`src/rtl/mpcc_pkg.sv`:
```
// ----------------------------------------------------------------------------
// Matrix parity check and correct: shared package
// Verdict codes, beat field widths and the command and status bundles that
// join the controller and the datapath.
// ----------------------------------------------------------------------------
`default_nettype none

package mpcc_pkg;

    // Verdict codes carried in the result beat.
    localparam logic [1:0] VERDICT_OK      = 2'd0;
    localparam logic [1:0] VERDICT_CHANGE  = 2'd1;
    localparam logic [1:0] VERDICT_CORRUPT = 2'd2;

    // Fixed field widths.
    localparam int CFG_W   = 8;
    localparam int FAULT_W = 8;

    // Commands from the controller to the datapath.
    typedef struct packed {
        logic clear_wr;   // write zero at the sweep address and step it
        logic load;       // input channel is open
        logic scan_rd;    // read and zero the column store at the sweep address and step it
        logic eval;       // form the verdict and load the output register
    } mpcc_cmd_t;

    // Status from the datapath to the controller.
    typedef struct packed {
        logic clear_done; // sweep address is at the last entry of the store
        logic scan_done;  // sweep address is at the last column of the matrix
        logic mat_end;    // the last bit of a matrix is taken in this cycle
        logic out_free;   // the output register can take a new result
    } mpcc_status_t;

endpackage

`default_nettype wire

```
`src/rtl/mpcc_ctrl.sv`:
```
// ----------------------------------------------------------------------------
// Matrix parity check and correct: controller
// Sequences the store clearing sweep, bit loading, the column parity scan
// and the verdict hand-off to the output register.
// ----------------------------------------------------------------------------
`default_nettype none

module mpcc_ctrl
    import mpcc_pkg::*;
(
    input  wire logic         aclk,
    input  wire logic         aresetn,
    input  wire logic         cfg_wr_en,
    input  wire mpcc_status_t status,
    output mpcc_cmd_t         cmd
);

    localparam logic [2:0] ST_CLEAR = 3'd0;
    localparam logic [2:0] ST_LOAD  = 3'd1;
    localparam logic [2:0] ST_DRAIN = 3'd2;
    localparam logic [2:0] ST_SCAN  = 3'd3;
    localparam logic [2:0] ST_FINAL = 3'd4;
    localparam logic [2:0] ST_EVAL  = 3'd5;

    logic [2:0] state_reg;
    logic [2:0] state_next;

    // Next-state logic; a register write always restarts with a clearing sweep.
    always_comb begin
        state_next = state_reg;
        if (cfg_wr_en) begin
            state_next = ST_CLEAR;
        end else begin
            unique case (state_reg)
                ST_CLEAR: if (status.clear_done) state_next = ST_LOAD;
                ST_LOAD:  if (status.mat_end) state_next = ST_DRAIN;
                ST_DRAIN: state_next = ST_SCAN;
                ST_SCAN:  if (status.scan_done) state_next = ST_FINAL;
                ST_FINAL: state_next = ST_EVAL;
                ST_EVAL:  if (status.out_free) state_next = ST_LOAD;
                default:  state_next = ST_CLEAR;
            endcase
        end
    end

    // State register.
    always_ff @(posedge aclk) begin
        if (!aresetn) begin
            state_reg <= ST_CLEAR;
        end else begin
            state_reg <= state_next;
        end
    end

    // Command decode.
    always_comb begin
        cmd.clear_wr = (state_reg == ST_CLEAR);
        cmd.load     = (state_reg == ST_LOAD);
        cmd.scan_rd  = (state_reg == ST_SCAN);
        cmd.eval     = (state_reg == ST_EVAL) && status.out_free;
    end

    // A matrix end is only ever reported while loading.
    a_mat_end_in_load: assert property (@(posedge aclk) disable iff (!aresetn)
        status.mat_end |-> cmd.load)
        else $error("matrix end outside the load phase");

    // After a matrix end the next cycle drains the last store write.
    a_drain_after_end: assert property (@(posedge aclk) disable iff (!aresetn)
        (status.mat_end && !cfg_wr_en) |=> (state_reg == ST_DRAIN))
        else $error("no drain cycle after matrix end");

    // A finished scan is followed by the final data cycle, then evaluation.
    a_final_then_eval: assert property (@(posedge aclk) disable iff (!aresetn)
        (state_reg == ST_FINAL && !cfg_wr_en) |=> (state_reg == ST_EVAL))
        else $error("evaluation does not follow the final scan cycle");

endmodule

`default_nettype wire

```
`src/rtl/mpcc_datapath.sv`:
```
// ----------------------------------------------------------------------------
// Matrix parity check and correct: datapath
// Column parity store with a read-modify-write stage, row parity and odd-row
// tracking, the column scan accumulator and the result register.
// ----------------------------------------------------------------------------
`default_nettype none

module mpcc_datapath
    import mpcc_pkg::*;
#(
    parameter int MAX_SIZE = 128
) (
    input  wire logic               aclk,
    input  wire logic               aresetn,
    input  wire logic               cfg_wr_en,
    input  wire logic [CFG_W-1:0]   cfg_wr_data,
    input  wire mpcc_cmd_t          cmd,
    output mpcc_status_t            status,
    input  wire logic               s_valid,
    input  wire logic               s_bit,
    input  wire logic               m_ready,
    output logic                    m_valid,
    output logic [1:0]              m_verdict,
    output logic [FAULT_W-1:0]      m_fault_row,
    output logic [FAULT_W-1:0]      m_fault_col
);

    localparam int IW       = (MAX_SIZE > 1) ? $clog2(MAX_SIZE) : 1;
    localparam int CW       = (IW + 1 > CFG_W) ? IW + 1 : CFG_W;
    localparam int RST_SIZE = (MAX_SIZE < 4) ? MAX_SIZE : 4;

    // Column parity store, one bit per column.
    logic          col_mem [MAX_SIZE];
    logic          mem_we;
    logic [IW-1:0] mem_waddr;
    logic          mem_wdata;
    logic [IW-1:0] mem_raddr;
    logic          rdata_reg;

    // Matrix geometry and positions.
    logic [IW-1:0] size_last_reg, size_last_next;
    logic [IW-1:0] col_pos_reg, col_pos_next;
    logic [IW-1:0] row_pos_reg, row_pos_next;
    logic [IW-1:0] cnt_reg, cnt_next;

    // Row tracking.
    logic          row_par_reg, row_par_next;
    logic [1:0]    odd_rows_reg, odd_rows_next;
    logic [IW-1:0] first_row_reg, first_row_next;

    // Read-modify-write stage for one loaded bit.
    logic          s2_valid_reg, s2_valid_next;
    logic [IW-1:0] s2_addr_reg;
    logic          s2_bit_reg;
    logic          s2_fwd_reg;
    logic          wlast_reg;
    logic          s2_new;

    // Scan read pipeline and column accumulation.
    logic          sc_valid_reg, sc_valid_next;
    logic [IW-1:0] sc_addr_reg;
    logic [1:0]    odd_cols_reg, odd_cols_next;
    logic [IW-1:0] first_col_reg, first_col_next;

    // Result register.
    logic               out_valid_reg, out_valid_next;
    logic [1:0]         out_verdict_reg;
    logic [FAULT_W-1:0] out_row_reg;
    logic [FAULT_W-1:0] out_col_reg;
    logic [1:0]         verdict;
    logic [IW:0]        row_one;
    logic [IW:0]        col_one;

    logic          accept;
    logic          col_last;
    logic          row_last;
    logic          row_par_new;
    logic [CW-1:0] cfg_ext;

    assign accept      = cmd.load && s_valid;
    assign col_last    = (col_pos_reg == size_last_reg);
    assign row_last    = (row_pos_reg == size_last_reg);
    assign row_par_new = row_par_reg ^ s_bit;
    assign cfg_ext     = CW'(cfg_wr_data);

    // Status toward the controller.
    always_comb begin
        status.clear_done = (cnt_reg == IW'(MAX_SIZE - 1));
        status.scan_done  = (cnt_reg == size_last_reg);
        status.mat_end    = accept && col_last && row_last;
        status.out_free   = !out_valid_reg || m_ready;
    end

    // New parity of the column held in the write stage, forwarded when the
    // previous write hit the same column.
    assign s2_new = (s2_fwd_reg ? wlast_reg : rdata_reg) ^ s2_bit_reg;

    // Store port selection.
    always_comb begin
        mem_we    = 1'b0;
        mem_waddr = cnt_reg;
        mem_wdata = 1'b0;
        if (cmd.clear_wr || cmd.scan_rd) begin
            mem_we = 1'b1;
        end else if (s2_valid_reg) begin
            mem_we    = 1'b1;
            mem_waddr = s2_addr_reg;
            mem_wdata = s2_new;
        end
        mem_raddr = cmd.scan_rd ? cnt_reg : col_pos_reg;
    end

    // Column parity store.
    always_ff @(posedge aclk) begin
        if (mem_we) begin
            col_mem[mem_waddr] <= mem_wdata;
        end
        rdata_reg <= col_mem[mem_raddr];
    end

    // Size register, clamped to the supported range on write.
    always_comb begin
        size_last_next = size_last_reg;
        if (cfg_wr_en) begin
            priority if (cfg_ext == '0) begin
                size_last_next = '0;
            end else if (cfg_ext > CW'(MAX_SIZE)) begin
                size_last_next = IW'(MAX_SIZE - 1);
            end else begin
                size_last_next = IW'(cfg_ext - CW'(1));
            end
        end
    end

    // Sweep counter shared by the clearing pass and the scan.
    always_comb begin
        cnt_next = cnt_reg;
        if (cfg_wr_en) begin
            cnt_next = '0;
        end else if (cmd.clear_wr) begin
            cnt_next = status.clear_done ? '0 : cnt_reg + IW'(1);
        end else if (cmd.scan_rd) begin
            cnt_next = status.scan_done ? '0 : cnt_reg + IW'(1);
        end
    end

    // Positions and row parity tracking.
    always_comb begin
        col_pos_next   = col_pos_reg;
        row_pos_next   = row_pos_reg;
        row_par_next   = row_par_reg;
        odd_rows_next  = odd_rows_reg;
        first_row_next = first_row_reg;
        if (cfg_wr_en) begin
            col_pos_next  = '0;
            row_pos_next  = '0;
            row_par_next  = 1'b0;
            odd_rows_next = '0;
        end else if (cmd.eval) begin
            odd_rows_next = '0;
        end else if (accept) begin
            if (col_last) begin
                col_pos_next = '0;
                row_par_next = 1'b0;
                row_pos_next = row_last ? '0 : row_pos_reg + IW'(1);
                if (row_par_new) begin
                    if (odd_rows_reg == 2'd0) begin
                        first_row_next = row_pos_reg;
                    end
                    if (odd_rows_reg != 2'd2) begin
                        odd_rows_next = odd_rows_reg + 2'd1;
                    end
                end
            end else begin
                col_pos_next = col_pos_reg + IW'(1);
                row_par_next = row_par_new;
            end
        end
    end

    // Column scan accumulation; read data arrives in the cycle after each read.
    always_comb begin
        sc_valid_next  = cmd.scan_rd && !cfg_wr_en;
        odd_cols_next  = odd_cols_reg;
        first_col_next = first_col_reg;
        if (cfg_wr_en || cmd.eval) begin
            odd_cols_next = '0;
        end else if (sc_valid_reg && rdata_reg) begin
            if (odd_cols_reg == 2'd0) begin
                first_col_next = sc_addr_reg;
            end
            if (odd_cols_reg != 2'd2) begin
                odd_cols_next = odd_cols_reg + 2'd1;
            end
        end
    end

    // Write stage valid: a bit taken now is written back next cycle.
    assign s2_valid_next = accept && !cfg_wr_en;

    // Verdict from the row and column tallies.
    assign row_one = {1'b0, first_row_reg} + (IW + 1)'(1);
    assign col_one = {1'b0, first_col_reg} + (IW + 1)'(1);
    always_comb begin
        priority if (odd_rows_reg == 2'd0 && odd_cols_reg == 2'd0) begin
            verdict = VERDICT_OK;
        end else if (odd_rows_reg == 2'd1 && odd_cols_reg == 2'd1) begin
            verdict = VERDICT_CHANGE;
        end else begin
            verdict = VERDICT_CORRUPT;
        end
    end

    // Output register valid: set on evaluation, cleared when the beat is taken.
    always_comb begin
        out_valid_next = out_valid_reg;
        if (cmd.eval) begin
            out_valid_next = 1'b1;
        end else if (m_ready) begin
            out_valid_next = 1'b0;
        end
    end

    // Control registers.
    always_ff @(posedge aclk) begin
        if (!aresetn) begin
            size_last_reg <= IW'(RST_SIZE - 1);
            col_pos_reg   <= '0;
            row_pos_reg   <= '0;
            cnt_reg       <= '0;
            row_par_reg   <= 1'b0;
            odd_rows_reg  <= '0;
            odd_cols_reg  <= '0;
            s2_valid_reg  <= 1'b0;
            sc_valid_reg  <= 1'b0;
            out_valid_reg <= 1'b0;
        end else begin
            size_last_reg <= size_last_next;
            col_pos_reg   <= col_pos_next;
            row_pos_reg   <= row_pos_next;
            cnt_reg       <= cnt_next;
            row_par_reg   <= row_par_next;
            odd_rows_reg  <= odd_rows_next;
            odd_cols_reg  <= odd_cols_next;
            s2_valid_reg  <= s2_valid_next;
            sc_valid_reg  <= sc_valid_next;
            out_valid_reg <= out_valid_next;
        end
    end

    // Payload registers.
    always_ff @(posedge aclk) begin
        first_row_reg <= first_row_next;
        first_col_reg <= first_col_next;
        s2_addr_reg   <= col_pos_reg;
        s2_bit_reg    <= s_bit;
        s2_fwd_reg    <= s2_valid_reg && (s2_addr_reg == col_pos_reg);
        wlast_reg     <= mem_wdata;
        sc_addr_reg   <= cnt_reg;
        if (cmd.eval) begin
            out_verdict_reg <= verdict;
            out_row_reg     <= (verdict == VERDICT_CHANGE) ? FAULT_W'(row_one) : '0;
            out_col_reg     <= (verdict == VERDICT_CHANGE) ? FAULT_W'(col_one) : '0;
        end
    end

    assign m_valid     = out_valid_reg;
    assign m_verdict   = out_verdict_reg;
    assign m_fault_row = out_row_reg;
    assign m_fault_col = out_col_reg;

    // The clearing sweep never overlaps a pending load write.
    a_clear_no_load_wr: assert property (@(posedge aclk) disable iff (!aresetn)
        cmd.clear_wr |-> !s2_valid_reg)
        else $error("load write pending during the clearing sweep");

    // The scan starts only after the last load write has landed.
    a_scan_no_load_wr: assert property (@(posedge aclk) disable iff (!aresetn)
        cmd.scan_rd |-> !s2_valid_reg)
        else $error("load write pending during the column scan");

    // Evaluation sees every scanned column.
    a_eval_scan_done: assert property (@(posedge aclk) disable iff (!aresetn)
        cmd.eval |-> !sc_valid_reg)
        else $error("evaluation before the last column read returned");

    // Positions stay inside the configured matrix.
    a_pos_in_range: assert property (@(posedge aclk) disable iff (!aresetn)
        (row_pos_reg <= size_last_reg) && (col_pos_reg <= size_last_reg))
        else $error("position beyond the configured size");

endmodule

`default_nettype wire

```
`src/rtl/matrix_parity_check_correct_unit.sv`:
```
// ----------------------------------------------------------------------------
// Matrix parity check and correct unit
// Two-dimensional parity check over a square bit matrix taken in row-major
// order, with location of a single flipped bit.
// ----------------------------------------------------------------------------
// Loading takes one bit per cycle during the load phase; the input is held
// off otherwise. The column parity store is updated by a read-modify-write
// stage behind the input. After the last bit of a matrix the controller
// drains the last store write, scans the store's read port over size columns,
// takes the last read and forms the verdict, then offers the result beat
// once the output register is free.
// After reset and after every write of matrix_size, a clearing sweep over
// all MAX_SIZE store entries zeroes the store while the input is held off.
`default_nettype none

module matrix_parity_check_correct_unit
    import mpcc_pkg::*;
#(
    parameter int MAX_SIZE = 128
) (
    input  wire logic             aclk,
    input  wire logic             aresetn,
    // Configuration: matrix_size.
    input  wire logic             cfg_wr_en,
    input  wire logic [CFG_W-1:0] cfg_wr_data,
    // Input beats.
    input  wire logic             s_tvalid,
    output logic                  s_tready,
    input  wire logic [7:0]       s_tdata,   // [0] bit_value, [7:1] zero
    // Result beats.
    output logic                  m_tvalid,
    input  wire logic             m_tready,
    output logic [23:0]           m_tdata    // [1:0] verdict, [9:2] fault_row,
                                             // [17:10] fault_col, [23:18] zero
);

    mpcc_cmd_t          cmd;
    mpcc_status_t       status;
    logic [1:0]         verdict;
    logic [FAULT_W-1:0] fault_row;
    logic [FAULT_W-1:0] fault_col;

    // Sequencer.
    mpcc_ctrl u_ctrl (
        .aclk      (aclk),
        .aresetn   (aresetn),
        .cfg_wr_en (cfg_wr_en),
        .status    (status),
        .cmd       (cmd)
    );

    // Parity store, tallies and result register.
    mpcc_datapath #(
        .MAX_SIZE (MAX_SIZE)
    ) u_datapath (
        .aclk        (aclk),
        .aresetn     (aresetn),
        .cfg_wr_en   (cfg_wr_en),
        .cfg_wr_data (cfg_wr_data),
        .cmd         (cmd),
        .status      (status),
        .s_valid     (s_tvalid),
        .s_bit       (s_tdata[0]),
        .m_ready     (m_tready),
        .m_valid     (m_tvalid),
        .m_verdict   (verdict),
        .m_fault_row (fault_row),
        .m_fault_col (fault_col)
    );

    assign s_tready = cmd.load;
    assign m_tdata  = {6'd0, fault_col, fault_row, verdict};

endmodule

`default_nettype wire
```
`config.mk`:
```
export PLATFORM = sky130hd
export DESIGN_NAME = matrix_parity_check_correct_unit
export DESIGN_NICKNAME = d
export VERILOG_FILES = /design/src/rtl/mpcc_pkg.sv /design/src/rtl/mpcc_ctrl.sv /design/src/rtl/mpcc_datapath.sv /design/src/rtl/matrix_parity_check_correct_unit.sv
export SDC_FILE = /design/constraint.sdc
export NUM_CORES = 1
export LEC_CHECK = 0
export ABC_CLOCK_PERIOD_IN_PS = 3700
export BUFFER_PORTS_ARGS = -buffer_cell sky130_fd_sc_hd__buf_2
export CORE_MARGIN = 2
export CORE_UTILIZATION = 40
export CTS_BUF_LIST = sky130_fd_sc_hd__clkbuf_4 sky130_fd_sc_hd__clkbuf_8
export DETAILED_ROUTE_END_ITERATION = 10
export SLEW_MARGIN = 5
export SYNTH_ARGS = -nofsm -noshare
export SYNTH_HDL_FRONTEND = slang
export SYNTH_HIERARCHICAL = 1
export SYNTH_SLANG_ARGS = --single-unit
```
`constraint.sdc`:
```
create_clock -name aclk -period 3.7 [get_ports aclk]
set_input_delay 0.74 -clock aclk [delete_from_list [all_inputs] [get_ports aclk]]
set_output_delay 0.74 -clock aclk [all_outputs]
set_load 0.02 [all_outputs]
```
# ---- Yosys cells after proc, flatten, opt, wreduce, memory -nomap -nowiden
# Memory sizes are Yosys's and may differ from the RTL's. A register that Yosys moved wholly into a read port is not among the register bits.
# Cells that the tools add are included.
dict set report classes {
  eq_ne 19
  magnitude_cmp 1
  n_reduce_logical 31
  muxes 28
  bitwise_logic 6
  add_sub_neg 8
}
# op count
set ops {}
lappend ops {{$mux W7} 11}
lappend ops {{$eq A7 B7 Y1} 4}
lappend ops {{$add A7 B1 Y7 const B} 3}
lappend ops {{$pmux W3 S6} 1}
lappend ops {{$add A7 B1 Y8 const B} 2}
lappend ops {{$mux W3} 4}
lappend ops {{$logic_and A1 B1 Y1} 10}
lappend ops {{$mux W1} 10}
lappend ops {{$gt A8 B8 Y1 const B} 1}
lappend ops {{$logic_not A8 Y1} 1}
lappend ops {{$ne A2 B2 Y1 const B} 4}
lappend ops {{$reduce_and A4 Y1} 2}
lappend ops {{$eq A7 B7 Y1 const B} 1}
lappend ops {{$sub A7 B1 Y7 const B} 1}
lappend ops {{$eq A2 B1 Y1 const B} 3}
lappend ops {{$eq A3 B2 Y1 const B} 2}
lappend ops {{$eq A3 B3 Y1 const B} 2}
lappend ops {{$reduce_and A3 Y1} 2}
lappend ops {{$reduce_and A6 Y1} 1}
lappend ops {{$add A2 B1 Y2 const B} 2}
lappend ops {{$logic_not A2 Y1} 2}
lappend ops {{$mux W2} 2}
lappend ops {{$ne A2 B1 Y1 const B} 2}
lappend ops {{$not A1 Y1} 4}
lappend ops {{other kinds (9)} 16}
dict set report totals {
  in_bits 21
  mem_bits_rw 128
  regBits 88
  word_cells 115
  memories 1
}
# memory words width rd rd_ports_with_merged_regs write_ports line_no
set memory_table {}
lappend memory_table {u_datapath.col_mem 128 1 1 1 1 mpcc_datapath.sv:33} ;# logic col_mem [MAX_SIZE];

# ---- Longest topological paths before layout
dict set report depth {
  ltp_word 6
  depth_mapped 13
  depth_no_buf 8
}

# ---- Modules after synthesis
# Netlist, hierarchy kept.
# mod area_per_inst_um2 cells_each instances
set modules_own_cells {}
lappend modules_own_cells {mpcc_datapath 9824.4 838 1}
lappend modules_own_cells {mpcc_ctrl 203.9 24 1}
lappend modules_own_cells {matrix_parity_check_correct_unit 48.8 7 1}

# ---- Worst setup path before layout
# No wires, ideal clock.
dict set report synth_path {
  path_type {register to register}
  startpoint {register u_ctrl.state_reg[2]}
  endpoint {memory u_datapath.col_mem[0], data pin}
  setup_time_ns 0.537
  path_stages_with_launch 8
  slack_ns -0.122
  t_arrival_ns 3.285
  required_ns 3.163
  path_buffers 3
  cell_sequence {dfxtp_1 -> and3b_2 -> buf_6 -> or2_1 -> clkbuf_1 -> nor2_4 -> clkbuf_1 -> and2_1}
}
# element line_no
set synth_lines {}
lappend synth_lines {{start, declared} mpcc_ctrl.sv:25} ;# logic [2:0] state_reg;
lappend synth_lines {{start signal, assigned} mpcc_ctrl.sv:51} ;# state_reg <= state_next;
lappend synth_lines {{end, declared} mpcc_datapath.sv:33}

==> results by stage <==
Clocking:
- Buffers inserted during clock tree synthesis total 37.
- The later pin in the worst-skew pair is clocked with a latency of 0.53 ns.
- The clock transition at the registers of the reported paths is 0.06 ns.
- The count of H-tree levels built during CTS is 2.
- The tree is rooted in a clkbuf_8.
- The number of hold buffers added after CTS was 0.
- TritonCTS built the clock tree.
- Gates resized during post-CTS repair numbered 0.
- The number of setup buffers added after CTS is 0.
- No sink is reached through more buffers than the 3 on the longest clock path.
- Counting every sink on the clock net gives 217.

Final layout:
- The synthesis-to-layout area growth is 12.3%.
- The filler cell count is 2356.
- The area used by multi-input combinational logic is 0.00381 mm^2.
- Registers take 0.00595 mm^2.
- The flip-flop count of the largest register after layout is 128.
- The number of antenna repair diodes is 0.
- The largest register by flop count is u_datapath/col_mem.
- The fraction of layout instances using a drive strength above 1 is 16.8%.
- The count of nets after finishing is 952.

Setup path:
- The critical path ends at u_datapath/rdata_reg.
- In this run the critical register-to-register path is captured at u_datapath/rdata_reg.
- STA classifies the critical path endpoint as a flip-flop.
- The origin of the critical flop-to-flop path is u_ctrl/state_reg[1].
- The internal reg-to-reg setup slack is 0.44 ns.
- Traced cell by cell, the critical path runs through and3b_2, mux2i_4, buf_12, mux4_2, nand2_1, nand3_1, o311ai_0, o21ai_0, a211o_1.
- The worst register-to-register path has a depth of 9.
- The maximum fanout along the worst path is 25.
- The critical path in this run is classified as reg -> reg.
- The cell type of the slowest stage on the worst timing path is and3b_2.
- The critical path starts at u_ctrl/state_reg[1].
- The kind of start point of the critical path is a flip-flop.
- The arrival time of data at the critical path endpoint is 3.67 ns.
- At the worst endpoint, the required time is 4.11 ns.
- The delay contributed by the slowest stage of the critical path is 0.54 ns.

Floorplan:
- The die outline area is 0.0265 mm^2.
- After floorplanning, the core was sized to cover 0.0250 mm^2.
- The overall die height is 163 um.
- During I/O placement, the number of pins put on the boundary was 47.
- The initial core utilization is 40.4%.
- The floorplan has 58 rows.
- The horizontal extent of the die is 163 um.

Drt:
- For this block, the routed nets add up to 21300 um of wire.
- For this run, the detailed router's first-pass iteration total came to 4.
- The first routing iteration left 505 violations.
- The number of vias in the routed layout is 6589.
- After detailed routing, the number of remaining DRC violations is 0.
- In the final routed layout, each cell accounts on average for 16.7 um.
- The count of nets left with antenna violations once routing finished came out at 0.
- In the routed layout, each cell is associated on average with a via count of 5.17.

Timing:
- The final hold violation count came to 0.
- The final critical-path required period is 3.26 ns.
- The final worst setup slack is 0.442 ns.
- Across all hold checks on the routed design, the worst slack comes to 0.404 ns.
- Setup total negative slack on the finished layout was measured at 0 ns.
- Setup repair after global routing left no endpoint under its margin.
- The final setup violation count is 0.
- The number of slew-limit violations in the final report is 0.
- The clock arrives with 0.0338 ns of skew.
- The share of the clock period used by the worst path after layout is 88.1%.
- The achievable frequency is 307 MHz.
- The worst pin sits at a relative slew slack of 54.4%.
- For the pin with the worst max-slew slack, the measured transition is 0.684 ns.

Synth:
- The synthesized netlist occupies a cell area of 0.0101 mm^2.
- The number of warning messages in the yosys log is 6.
- A synthesized cell averages 11.6 um^2.
- Counting every instance in the synthesized netlist gives 869.
- Yosys mapped a number of flops with a built-in enable equal to 160.
- The proportion of synthesized chip area in sequential cells is 59.0%.
- The netlist uses 65 different library cells.
- The share of async-settable or async-resettable flops after synthesis is 0%.
- The most instantiated flip-flop cell in the synthesis netlist is edfxtp_1.
- In this run, synthesis produced a sequential element count of 217.

Global routing:
- The number of antenna violations at the first check in global routing is 0.
- The first global-routing pass estimated 34100 um of wire.
- Across every metal layer, demand over resource in global routing totals 16.5%.
- Global routing finished with a remaining overflow of 0.
- The number of global-route vias before repair was 6404.
- The maximum number of pins on one net before global-route repair is 78.

Placement:
- After legalization and detailed placement, the total HPWL measured 13500 um.
- The weighted congestion at the end of routability-driven global placement is 0.814.
- The total of buffers placed on input and output ports is 33.
- Prior to clock tree synthesis, the placed netlist has a worst setup slack of 0.434 ns.

Flow run:
- The number of violations of the max-capacitance limit is 0.

Power:
- In this run the static leakage power is 0.00389 uW.
- The highest ir drop seen on vdd is 0.234 mV.
- The ratio of total power to cell area is 420 mW/mm^2.

Min path:
- The class of the worst hold path is reg -> reg.
- The source of the worst hold timing path is u_datapath/sc_addr_reg[4].

Run status:
- The run finished with clean final reports.
-- synth_stat cells (8+ instances only) --
cell      count  area (um^2)
inv_1        16         60.1
a21oi_1      13         65.1
buf_4        11         82.6
nand3_1      37          185
o21ai_0      26          130
and3_1        8         50.1
nor2_1      183          687
buf_2        10         50.1
nand4_1      11         68.8
edfxtp_1    160         4800
nand2_1      80          300
ha_1         13          163
xnor2_1      35          307
nand3b_1      8         60.1
mux4_2       26          586
a211oi_1      8         60.1
dfxtp_1      57         1140
nand2b_1     12         75.1
xor2_1       25          219
mux2i_1      14          140
clkbuf_1     24         90.1
-- area by class of cell --
type / count / area share, %
timing repair buffer: 59 / 3.41
multi-input combinational: 587 / 33.7
sequential: 217 / 52.6
tap: 330 / 3.65
clock buffer: 47 / 5.44
clock inverter: 19 / 0.763
inverter: 16 / 0.531
-- power by group --
part           leakage [uW]  switching, uW  internal [uW]
clock network      0.000376            946           1090
registers           0.00208           16.1           2590
logic               0.00143           62.9           39.9
total               0.00389           1020           3720
-- stage by stage --
stage          instance area (um^2)  instances  total power (uW)  utilization, %
4_1_cts                       11300       1275              4820            45.3
6_report                      11300       1275              4750            45.3
5_1_grt                       11300       1275              4940            45.3
3_5_place_dp                  10600       1209              2760            42.5
3_3_place_gp                  10600       1209              2760            42.5
2_1_floorplan                 10100        874              2730               -
-- layout by cell type (no fill, tap or decap), drive strengths merged, types with 3 or more instances in the layout --
master and n:
nor4 6, mux2 6, nand3 37, nand2b 12
mux4 27, a21oi 14, nand3b 8, nor2b 6
xor2 25, nor2 184, and4 3, o31ai 4
or2 4, nand2 80, clkbuf 47, nand4 11
mux2i 15, inv 17, and3 8, o21ai 30
clkinv 18, a211oi 8, ha 13, dfxtp 57
conb 6, nor3 5, buf 59, a31oi 7
or3 4, edfxtp 160, and2 5, xnor2 35
-- metal layers --
metal	up-vias	GRT usage [%]	wire (um)
li1	3198	-	-
met1	3178	21.3	9410
met2	172	27.9	10200
met3	41	3.11	1160
met4	0	5.83	518
met5	-	0	0
-- worst max-delay path, delay by kind of cell (launching register included) --
family          cells  cell delay (ns)
flops               1             0.48
buf+inv             1             0.27
compound gates      3             0.61
simple gates        3             0.74
mux                 2             1.02
-- how the worst min path moves through the flow --
stage | to | slack [ns] | cells past startpoint
finish | u_datapath/first_col_reg[4] | 0.40 | 0
global placement | u_datapath/first_col_reg[4] | 0.39 | 0
detailed placement | u_datapath/first_col_reg[3] | 0.39 | 0
floorplan | u_datapath/sc_addr_reg[5] | 0.33 | 0
global route | u_datapath/first_col_reg[4] | 0.41 | 0
CTS | u_datapath/first_col_reg[4] | 0.41 | 0
-- cells by family (layout without fill, tap and decap cells) --
logic type               after synthesis  in the layout  share of synthesized area (%)
AND/OR/NAND/NOR                      380            380                           17.0
other                                  1              6                         0.0372
multiplexers                          48             48                           8.34
XOR/XNOR                              60             60                           5.21
AO/OA/AOI/OAI                         80             80                           5.12
flip-flops                           217            217                           59.0
adder cells (fa/ha/maj)               13             13                           1.61
buffers and inverters                 70            141                           3.68
(Power assumes the default switching activity.)
